[config.mk]
export PLATFORM = sky130hd
export DESIGN_NAME = half_pel_motion_compensation
export DESIGN_NICKNAME = d
export VERILOG_FILES = /design/src/hpmc_pkg.sv /design/src/hpmc_front.sv /design/src/hpmc_queue.sv /design/src/hpmc_back.sv /design/src/half_pel_motion_compensation.sv
export SDC_FILE = /design/constraint.sdc
export NUM_CORES = 1
export LEC_CHECK = 0
export BUFFER_PORTS_ARGS = -buffer_cell sky130_fd_sc_hd__buf_2
export CORE_MARGIN = 8
export CORE_UTILIZATION = 62
export DETAILED_ROUTE_END_ITERATION = 10
export HOLD_SLACK_MARGIN = 0.15
export PLACE_DENSITY = 0.79
export SYNTH_ARGS = -nofsm -noshare
export SYNTH_HDL_FRONTEND = slang
export SYNTH_SLANG_ARGS = --single-unit
export TNS_END_PERCENT = 50
[constraint.sdc]
create_clock -name clk -period 9.55 [get_ports clk]
set_clock_uncertainty 0.2 [all_clocks]
set_input_delay 0.955 -clock clk [delete_from_list [all_inputs] [get_ports clk]]
set_output_delay 0.955 -clock clk [all_outputs]
set_load 0.05 [all_outputs]
[src/hpmc_pkg.sv]
// Package: word types, queue entry type and constants of the half-pel predictor.
`default_nettype none
package hpmc_pkg;

	// Item kind codes
	localparam logic KIND_HEADER = 1'b0;
	localparam logic KIND_PIXEL  = 1'b1;

	// Rounding terms for the two- and four-sample averages
	localparam logic [1:0] ROUND_PAIR = 2'd1;
	localparam logic [1:0] ROUND_QUAD = 2'd2;

	// Entries in the queue between front and back
	localparam int unsigned QUEUE_DEPTH = 4;
	localparam int unsigned QUEUE_AW    = $clog2(QUEUE_DEPTH);

	// Input word
	typedef struct packed {
		logic       kind;
		logic       half_x;
		logic       half_y;
		logic       add_mode;
		logic [4:0] block_width;
		logic [4:0] block_height;
		logic [7:0] ref_pixel;
		logic [7:0] prior_pixel;
	} in_word_t;

	// Result word
	typedef struct packed {
		logic [7:0] pred_pixel;
		logic       last_of_block;
	} out_word_t;

	// One classified pixel, as queued for the back end
	typedef struct packed {
		logic [7:0] ref_pixel;
		logic [7:0] prior_pixel;
		logic       half_x;
		logic       half_y;
		logic       add_mode;
		logic       emit;
		logic       last;
	} op_t;

	// Queue status seen by the top level
	typedef struct packed {
		logic full;
		logic empty;
	} queue_status_t;

endpackage
`default_nettype wire

[src/hpmc_front.sv]
// Front end: takes words, tracks block header and window position, queues pixels.
`default_nettype none
module hpmc_front
	import hpmc_pkg::*;
#(
	parameter int unsigned MAX_BLOCK_SIDE = 16,
	parameter int unsigned IW = 5
) (
	input  wire logic          clk,
	input  wire logic          arst_n,
	input  wire logic          accept,
	input  wire in_word_t      item,
	output logic               push,
	output op_t                op,
	output logic [IW-1:0]      col
);

	logic          active_q;
	logic          hx_q, hy_q, add_q;
	logic [IW-1:0] width_q, height_q;
	logic [IW-1:0] col_q, row_q;

	logic [IW-1:0] hdr_w, hdr_h;
	logic [IW:0]   win_w, win_h, col_inc, row_inc;
	logic          end_col, end_row, last, emit;

	// Header size, saturated to the largest block side
	always_comb begin
		if (int'(item.block_width) > MAX_BLOCK_SIDE) begin
			hdr_w = IW'(MAX_BLOCK_SIDE);
		end else begin
			hdr_w = IW'(item.block_width);
		end
		if (int'(item.block_height) > MAX_BLOCK_SIDE) begin
			hdr_h = IW'(MAX_BLOCK_SIDE);
		end else begin
			hdr_h = IW'(item.block_height);
		end
	end

	// Window position and classification of the current pixel
	always_comb begin
		win_w   = {1'b0, width_q} + (IW+1)'(hx_q);
		win_h   = {1'b0, height_q} + (IW+1)'(hy_q);
		col_inc = {1'b0, col_q} + (IW+1)'(1);
		row_inc = {1'b0, row_q} + (IW+1)'(1);
		end_col = col_inc >= win_w;
		end_row = row_inc >= win_h;
		last    = end_col && end_row;
		emit    = (col_q >= IW'(hx_q)) && (row_q >= IW'(hy_q));
	end

	assign push = accept && (item.kind == KIND_PIXEL) && active_q;
	assign col  = col_q;

	always_comb begin
		op.ref_pixel   = item.ref_pixel;
		op.prior_pixel = item.prior_pixel;
		op.half_x      = hx_q;
		op.half_y      = hy_q;
		op.add_mode    = add_q;
		op.emit        = emit;
		op.last        = last;
	end

	// Block state
	always_ff @(posedge clk or negedge arst_n) begin
		if (!arst_n) begin
			active_q <= 1'b0;
			hx_q     <= 1'b0;
			hy_q     <= 1'b0;
			add_q    <= 1'b0;
			width_q  <= '0;
			height_q <= '0;
			col_q    <= '0;
			row_q    <= '0;
		end else if (accept) begin
			if (item.kind == KIND_HEADER) begin
				hx_q     <= item.half_x;
				hy_q     <= item.half_y;
				add_q    <= item.add_mode;
				width_q  <= hdr_w;
				height_q <= hdr_h;
				col_q    <= '0;
				row_q    <= '0;
				active_q <= (hdr_w != '0) && (hdr_h != '0);
			end else if (active_q) begin
				if (last) begin
					active_q <= 1'b0;
					col_q    <= '0;
					row_q    <= '0;
				end else if (end_col) begin
					col_q <= '0;
					row_q <= row_inc[IW-1:0];
				end else begin
					col_q <= col_inc[IW-1:0];
				end
			end
		end
	end

endmodule
`default_nettype wire

[src/hpmc_queue.sv]
// Short FIFO between the front and back ends.
`default_nettype none
module hpmc_queue
	import hpmc_pkg::*;
#(
	parameter int unsigned W = 32
) (
	input  wire logic         clk,
	input  wire logic         arst_n,
	input  wire logic         push,
	input  wire logic [W-1:0] wdata,
	input  wire logic         pop,
	output logic [W-1:0]      rdata,
	output queue_status_t     status
);

	logic [W-1:0]        mem_q [QUEUE_DEPTH];
	logic [QUEUE_AW-1:0] wr_ptr_q, rd_ptr_q;
	logic [QUEUE_AW:0]   count_q;
	logic                do_push, do_pop;

	assign status.full  = count_q == (QUEUE_AW+1)'(QUEUE_DEPTH);
	assign status.empty = count_q == '0;
	assign do_push      = push && !status.full;
	assign do_pop       = pop && !status.empty;
	assign rdata        = mem_q[rd_ptr_q];

	// Storage
	always_ff @(posedge clk) begin
		if (do_push) begin
			mem_q[wr_ptr_q] <= wdata;
		end
	end

	// Pointers and fill level
	always_ff @(posedge clk or negedge arst_n) begin
		if (!arst_n) begin
			wr_ptr_q <= '0;
			rd_ptr_q <= '0;
			count_q  <= '0;
		end else begin
			if (do_push) begin
				wr_ptr_q <= wr_ptr_q + QUEUE_AW'(1);
			end
			if (do_pop) begin
				rd_ptr_q <= rd_ptr_q + QUEUE_AW'(1);
			end
			if (do_push && !do_pop) begin
				count_q <= count_q + (QUEUE_AW+1)'(1);
			end else if (do_pop && !do_push) begin
				count_q <= count_q - (QUEUE_AW+1)'(1);
			end
		end
	end

endmodule
`default_nettype wire

[src/hpmc_back.sv]
// Back end: line store, neighbour samples, rounded averaging and output register.
`default_nettype none
module hpmc_back
	import hpmc_pkg::*;
#(
	parameter int unsigned MAX_BLOCK_SIDE = 16,
	parameter int unsigned IW = 5
) (
	input  wire logic          clk,
	input  wire logic          arst_n,
	input  wire logic          head_valid,
	input  wire op_t           head_op,
	input  wire logic [IW-1:0] head_col,
	output logic               pop,
	output logic               result_valid,
	input  wire logic          result_stall,
	output out_word_t          result
);

	localparam int unsigned SD = MAX_BLOCK_SIDE + 1;

	logic [7:0] row_store_q [SD];
	logic [7:0] left_q, above_left_q;
	logic       valid_q;
	out_word_t  result_q;

	logic [7:0] above, avg, pred;
	logic [9:0] sum_quad;
	logic [8:0] sum_pair, sum_prior;

	// Interpolation per half-pel mode, then optional averaging with the prior
	always_comb begin
		above    = row_store_q[head_col];
		sum_quad = 10'(above_left_q) + 10'(above) + 10'(left_q)
			+ 10'(head_op.ref_pixel) + 10'(ROUND_QUAD);
		sum_pair = '0;
		avg      = head_op.ref_pixel;
		case ({head_op.half_x, head_op.half_y})
			2'b11: avg = sum_quad[9:2];
			2'b10: begin
				sum_pair = 9'(left_q) + 9'(head_op.ref_pixel) + 9'(ROUND_PAIR);
				avg      = sum_pair[8:1];
			end
			2'b01: begin
				sum_pair = 9'(above) + 9'(head_op.ref_pixel) + 9'(ROUND_PAIR);
				avg      = sum_pair[8:1];
			end
			default: avg = head_op.ref_pixel;
		endcase
		sum_prior = 9'(head_op.prior_pixel) + 9'(avg) + 9'(ROUND_PAIR);
		pred      = head_op.add_mode ? sum_prior[8:1] : avg;
	end

	assign pop          = head_valid && (!valid_q || !result_stall);
	assign result_valid = valid_q;
	assign result       = result_q;

	// Line store; its values are never used before written within a block
	always_ff @(posedge clk) begin
		if (pop) begin
			row_store_q[head_col] <= head_op.ref_pixel;
		end
	end

	// Output word
	always_ff @(posedge clk) begin
		if (pop && head_op.emit) begin
			result_q.pred_pixel    <= pred;
			result_q.last_of_block <= head_op.last;
		end
	end

	// Neighbour samples and output valid
	always_ff @(posedge clk or negedge arst_n) begin
		if (!arst_n) begin
			left_q       <= '0;
			above_left_q <= '0;
			valid_q      <= 1'b0;
		end else begin
			if (pop) begin
				left_q       <= head_op.ref_pixel;
				above_left_q <= above;
			end
			if (pop && head_op.emit) begin
				valid_q <= 1'b1;
			end else if (!result_stall) begin
				valid_q <= 1'b0;
			end
		end
	end

endmodule
`default_nettype wire

[src/half_pel_motion_compensation.sv]
// Top level of the half-pel motion-compensated block predictor.
// Usage:
//  Input channel item/item_valid/item_stall carries headers (kind 0) and
//  reference pixels (kind 1). A header sets block size, half-pel flags and
//  add mode; then (width+half_x) x (height+half_y) window pixels follow in
//  raster order. Pixels outside an active block are dropped.
//  Output channel result/result_valid/result_stall gives one prediction
//  word per window pixel at or past the half-pel offset, with
//  last_of_block set on the block's final pixel.
//  Throughput: one word per cycle while result_stall is low, set by the
//  combinational averaging in the back end. A pixel is written into the
//  queue at its accepting edge and averaged into the output register at
//  the edge on which the back end pops it; the result then holds until taken.
//  The front end stalls only when the four-entry queue is full, so words
//  keep flowing while a result waits. A stalled result holds in its
//  register; the queue then fills and backs up the input.
//  Reset clears control state and neighbour samples; line store values are
//  only used after the same block has written them.
`default_nettype none
module half_pel_motion_compensation
	import hpmc_pkg::*;
#(
	parameter int unsigned MAX_BLOCK_SIDE = 16
) (
	input  wire logic      clk,
	input  wire logic      arst_n,
	input  wire logic      item_valid,
	output logic           item_stall,
	input  wire in_word_t  item,
	output logic           result_valid,
	input  wire logic      result_stall,
	output out_word_t      result
);

	localparam int unsigned IW = $clog2(MAX_BLOCK_SIDE + 1);
	localparam int unsigned QW = $bits(op_t) + IW;

	logic          accept, push, pop;
	op_t           push_op, head_op;
	logic [IW-1:0] push_col, head_col;
	queue_status_t qstat;

	assign item_stall = qstat.full;
	assign accept     = item_valid && !item_stall;

	hpmc_front #(
		.MAX_BLOCK_SIDE(MAX_BLOCK_SIDE),
		.IW(IW)
	) u_front (
		.clk   (clk),
		.arst_n(arst_n),
		.accept(accept),
		.item  (item),
		.push  (push),
		.op    (push_op),
		.col   (push_col)
	);

	hpmc_queue #(
		.W(QW)
	) u_queue (
		.clk   (clk),
		.arst_n(arst_n),
		.push  (push),
		.wdata ({push_op, push_col}),
		.pop   (pop),
		.rdata ({head_op, head_col}),
		.status(qstat)
	);

	hpmc_back #(
		.MAX_BLOCK_SIDE(MAX_BLOCK_SIDE),
		.IW(IW)
	) u_back (
		.clk         (clk),
		.arst_n      (arst_n),
		.head_valid  (!qstat.empty),
		.head_op     (head_op),
		.head_col    (head_col),
		.pop         (pop),
		.result_valid(result_valid),
		.result_stall(result_stall),
		.result      (result)
	);

`ifndef NO_ASSERTIONS
	// Queue never reports full and empty together
	a_queue_state: assert property (@(posedge clk) disable iff (!arst_n)
		!(qstat.full && qstat.empty))
		else $error("queue full and empty together");

	// A pixel is queued only for an accepted word
	a_push_accepted: assert property (@(posedge clk) disable iff (!arst_n)
		push |-> accept)
		else $error("queue push without accepted word");

	// A header never reaches the back end
	a_header_not_queued: assert property (@(posedge clk) disable iff (!arst_n)
		(accept && item.kind == KIND_HEADER) |-> !push)
		else $error("header word queued");

	// A new result is loaded only when the output register is free
	a_no_overwrite: assert property (@(posedge clk) disable iff (!arst_n)
		(result_valid && result_stall) |-> !pop)
		else $error("back end popped while result stalled");
`endif

endmodule
`default_nettype wire
==> impl_metrics.toml <==
[route]
ant_nets = 0
drc = 0
drt_pass1_iterations = 7
wl_mm = 29.8
routed_via_density = 6.04
first_iter_violations = 845
drt-wirelength-per-cell_um = 20.5
vias = 8775

[clock_tree]
clk_path_buf_depth = 3
ctsHoldBuffers = 0
h-tree-depth = 1
clkLatencyLatePin_ns = 0.55
tritoncts = "done"
numClockSinks = 297
post_cts_buffers = 0
numCtsBuffers = 30
cts_resized = 0
clk_pin_slew_worst_paths_ns = 0.06
clockRootBuffer = "clkbuf_16"

[global_routing]
overflow = 0
grt_max_degree = 49
grt_pass1_wl_mm = 47.3
antenna_found_initial = 0
grt_util_all_layers_pct = 21.4
grt_pass1_vias = 8850

[sta]
setup_viol_count_final = 0
final.period_utilization_pct = 82.2
drv_slew = 0
hold_viol = 0
max_freq_mhz = 127
slew_headroom_pct = 22.2
rsz0062_at_grt = "no"
post-route-min-period_ns = 7.85
final.setup.tns_ns = 0
worst_pin_slew_ns = 1.16

[floorplanning]
die_area_mm2 = 0.0278
ioPinCount = 45
die_y_um = 167
start_util_pct = 62.7
core_mm2 = 0.0225
rows = 55
die_w_um = 167

[placement]
dp_hpwl_mm = 19.1
placed_cell_area_mm2 = 0.0146
place.gp.congestion = 0.825
io_buffers = 44

[worst_setup_path]
cp.required_ns = 9.65
reg2reg_depth = 26
critPathKind = "reg -> reg"
endpoint_kind = "flop"
path_max_fanout = 45
startpoint_type = "flop"
critPathArrivalTime_ns = 7.95

[yosys]
synthCells = 1092
ys.flop_type = "edfxtp_1"
synth_cell_types = 55
syn_avg_cell_area_um2 = 12.9
yosysSeqAreaShare_pct = 61.6
ys_warn_count = 0
yosys-top-cells-area = "edfxtp_1 (53%), dfrtp_1 (8.5%), ha_1 (5.8%), nand2_1 (5.2%), mux4_2 (4.6%)"
ys_ff_latch = 297
synth-edff-count = 249
postSynth.asyncResetShare_pct = 16.2
synth_nets = 1203
yosysTopAreaCell = "edfxtp_1"
netlist_area_mm2 = 0.0141
synth.top_cell.area_share_pct = 53.0

[cells_and_area]
final_common_cell = "edfxtp_1"
drive_gt1_share_pct = 13.5
n_fill_cell = 1476
layout_common_cells = "edfxtp_1 (249), nand2_1 (195), ha_1 (65), nand3_1 (57), inv_1 (52)"
antenna_cells = 0
area_growth_pct = 10.8
final_area_mm2 = 0.0156
multi_input_area_mm2 = 0.00506
layout.nets = 1254
regArea_mm2 = 0.00868

[run_status]
status = "complete, no violations"

[worst_hold_path]
min_path_cells = 1
worstHoldPathType = "reg -> reg"

[job]
max_cap_violations = 0
[final timing paths]
check	start	end	slack (ns)
max in group asynchronous	arst_n	u_queue.rd_ptr_q[0]	8.32
worst max-delay path	u_queue.rd_ptr_q[1]	u_back.result[7]	1.70
worst min-delay path	u_queue.count_q[2]	u_queue.count_q[2]	0.29
min in group asynchronous	arst_n	u_queue.wr_ptr_q[1]	0.31
worst min register to register	u_queue.count_q[2]	u_queue.count_q[2]	0.29
worst max register to register	u_queue.rd_ptr_q[1]	u_back.result[7]	1.70
[worst max-delay path, cell delays in order (launching register included)]
cell,delay [ns]
dfrtp_1,0.87
mux4_2,1.04
nand2_1,0.10
and3_1,0.21
a31oi_1,0.17
o22ai_1,0.11
nor4_1,0.60
ha_1,0.40
a21o_1,0.20
a21o_1,0.18
a21o_1,0.19
xnor2_1,0.13
fa_1,0.48
inv_1,0.04
ha_1,0.31
nand2_1,0.06
o21ai_0,0.35
a21oi_1,0.15
xnor2_1,0.14
o211ai_1,0.14
o21ai_0,0.14
ha_1,0.37
and3_1,0.21
a211o_1,0.31
a21oi_2,0.15
xnor2_1,0.07
mux2_4,0.26
[kinds of logic (layout without fill, tap and decap cells)]
family          count (synthesis)  after routing  share of synthesized area (%)
buf+inv                        93            168                           2.61
simple gates                  364            364                           11.6
xor+xnor                       43             43                           2.67
compound gates                153            153                           6.74
flops                         297            297                           61.6
fa+ha+maj                      77             77                           7.47
mux                            65             65                           7.32
[synth_stat cells (3+ instances only)]
| master | n |
|---|---|
| o31a_1 | 3 |
| nand3_1 | 57 |
| o21ai_0 | 37 |
| dfrtp_1 | 48 |
| and3_1 | 11 |
| fa_1 | 12 |
| clkbuf_1 | 26 |
| or2_2 | 4 |
| mux4_2 | 29 |
| nor2b_1 | 8 |
| xnor2_1 | 28 |
| nand2b_1 | 9 |
| a21oi_1 | 42 |
| and2_1 | 5 |
| nand2_1 | 195 |
| a211oi_1 | 5 |
| a22o_1 | 4 |
| mux2i_1 | 24 |
| buf_2 | 9 |
| o21bai_1 | 3 |
| xor2_1 | 15 |
| nor4_1 | 7 |
| nand3b_1 | 9 |
| a21o_1 | 25 |
| ha_1 | 65 |
| a31oi_1 | 10 |
| inv_1 | 52 |
| nor2_1 | 38 |
| buf_1 | 4 |
| mux2_2 | 11 |
| o22ai_1 | 7 |
| edfxtp_1 | 249 |
| nand4_1 | 3 |
| nor3_1 | 9 |
[sequential cells by signal, indices dropped and copies added, names as in the netlist]
name / cells
u_back.result_valid: 1
u_back.row_store_q: 136
u_front.col: 5
u_back.result: 9
u_front.active_q: 1
u_front.hx_q: 1
u_queue.count_q: 3
u_queue.rd_ptr_q: 2
u_front.add_q: 1
u_queue.mem_q: 104
u_queue.wr_ptr_q: 2
u_front.height_q: 5
u_back.above_left_q: 8
u_front.hy_q: 1
u_front.width_q: 5
u_front.row_q: 5
u_back.left_q: 8
[per-stage QoR]
stage,std cells,setup WS [ns],hold WS [ns],utilization (%)
floorplan,1092,2.41,0.245,-
global placement,1396,1.95,0.258,65.0
detailed placement,1396,1.73,0.274,65.0
CTS,1452,1.70,0.288,69.4
global route,1452,1.22,0.306,69.4
finish,1452,1.70,0.288,69.4
[layout make-up]
type,count,area share [%]
Clock inverter,16,1.03
Timing Repair Buffer,59,2.13
Inverter,53,1.27
Clock buffer,40,5.37
Tap cell,285,2.28
Multi-Input combinational cell,702,32.4
Sequential cell,297,55.6
[layer usage]
layer,up-vias,routed length (µm),track usage [%]
met5,-,0,0
met4,0,775,6.07
met3,63,1790,3.55
met2,311,14500,36.1
met1,4315,12800,28.3
li1,4086,-,-
Power is left out: the tool's default activity adds up to more than one toggle a clock period on the data nets, which glitch-free logic cannot reach.
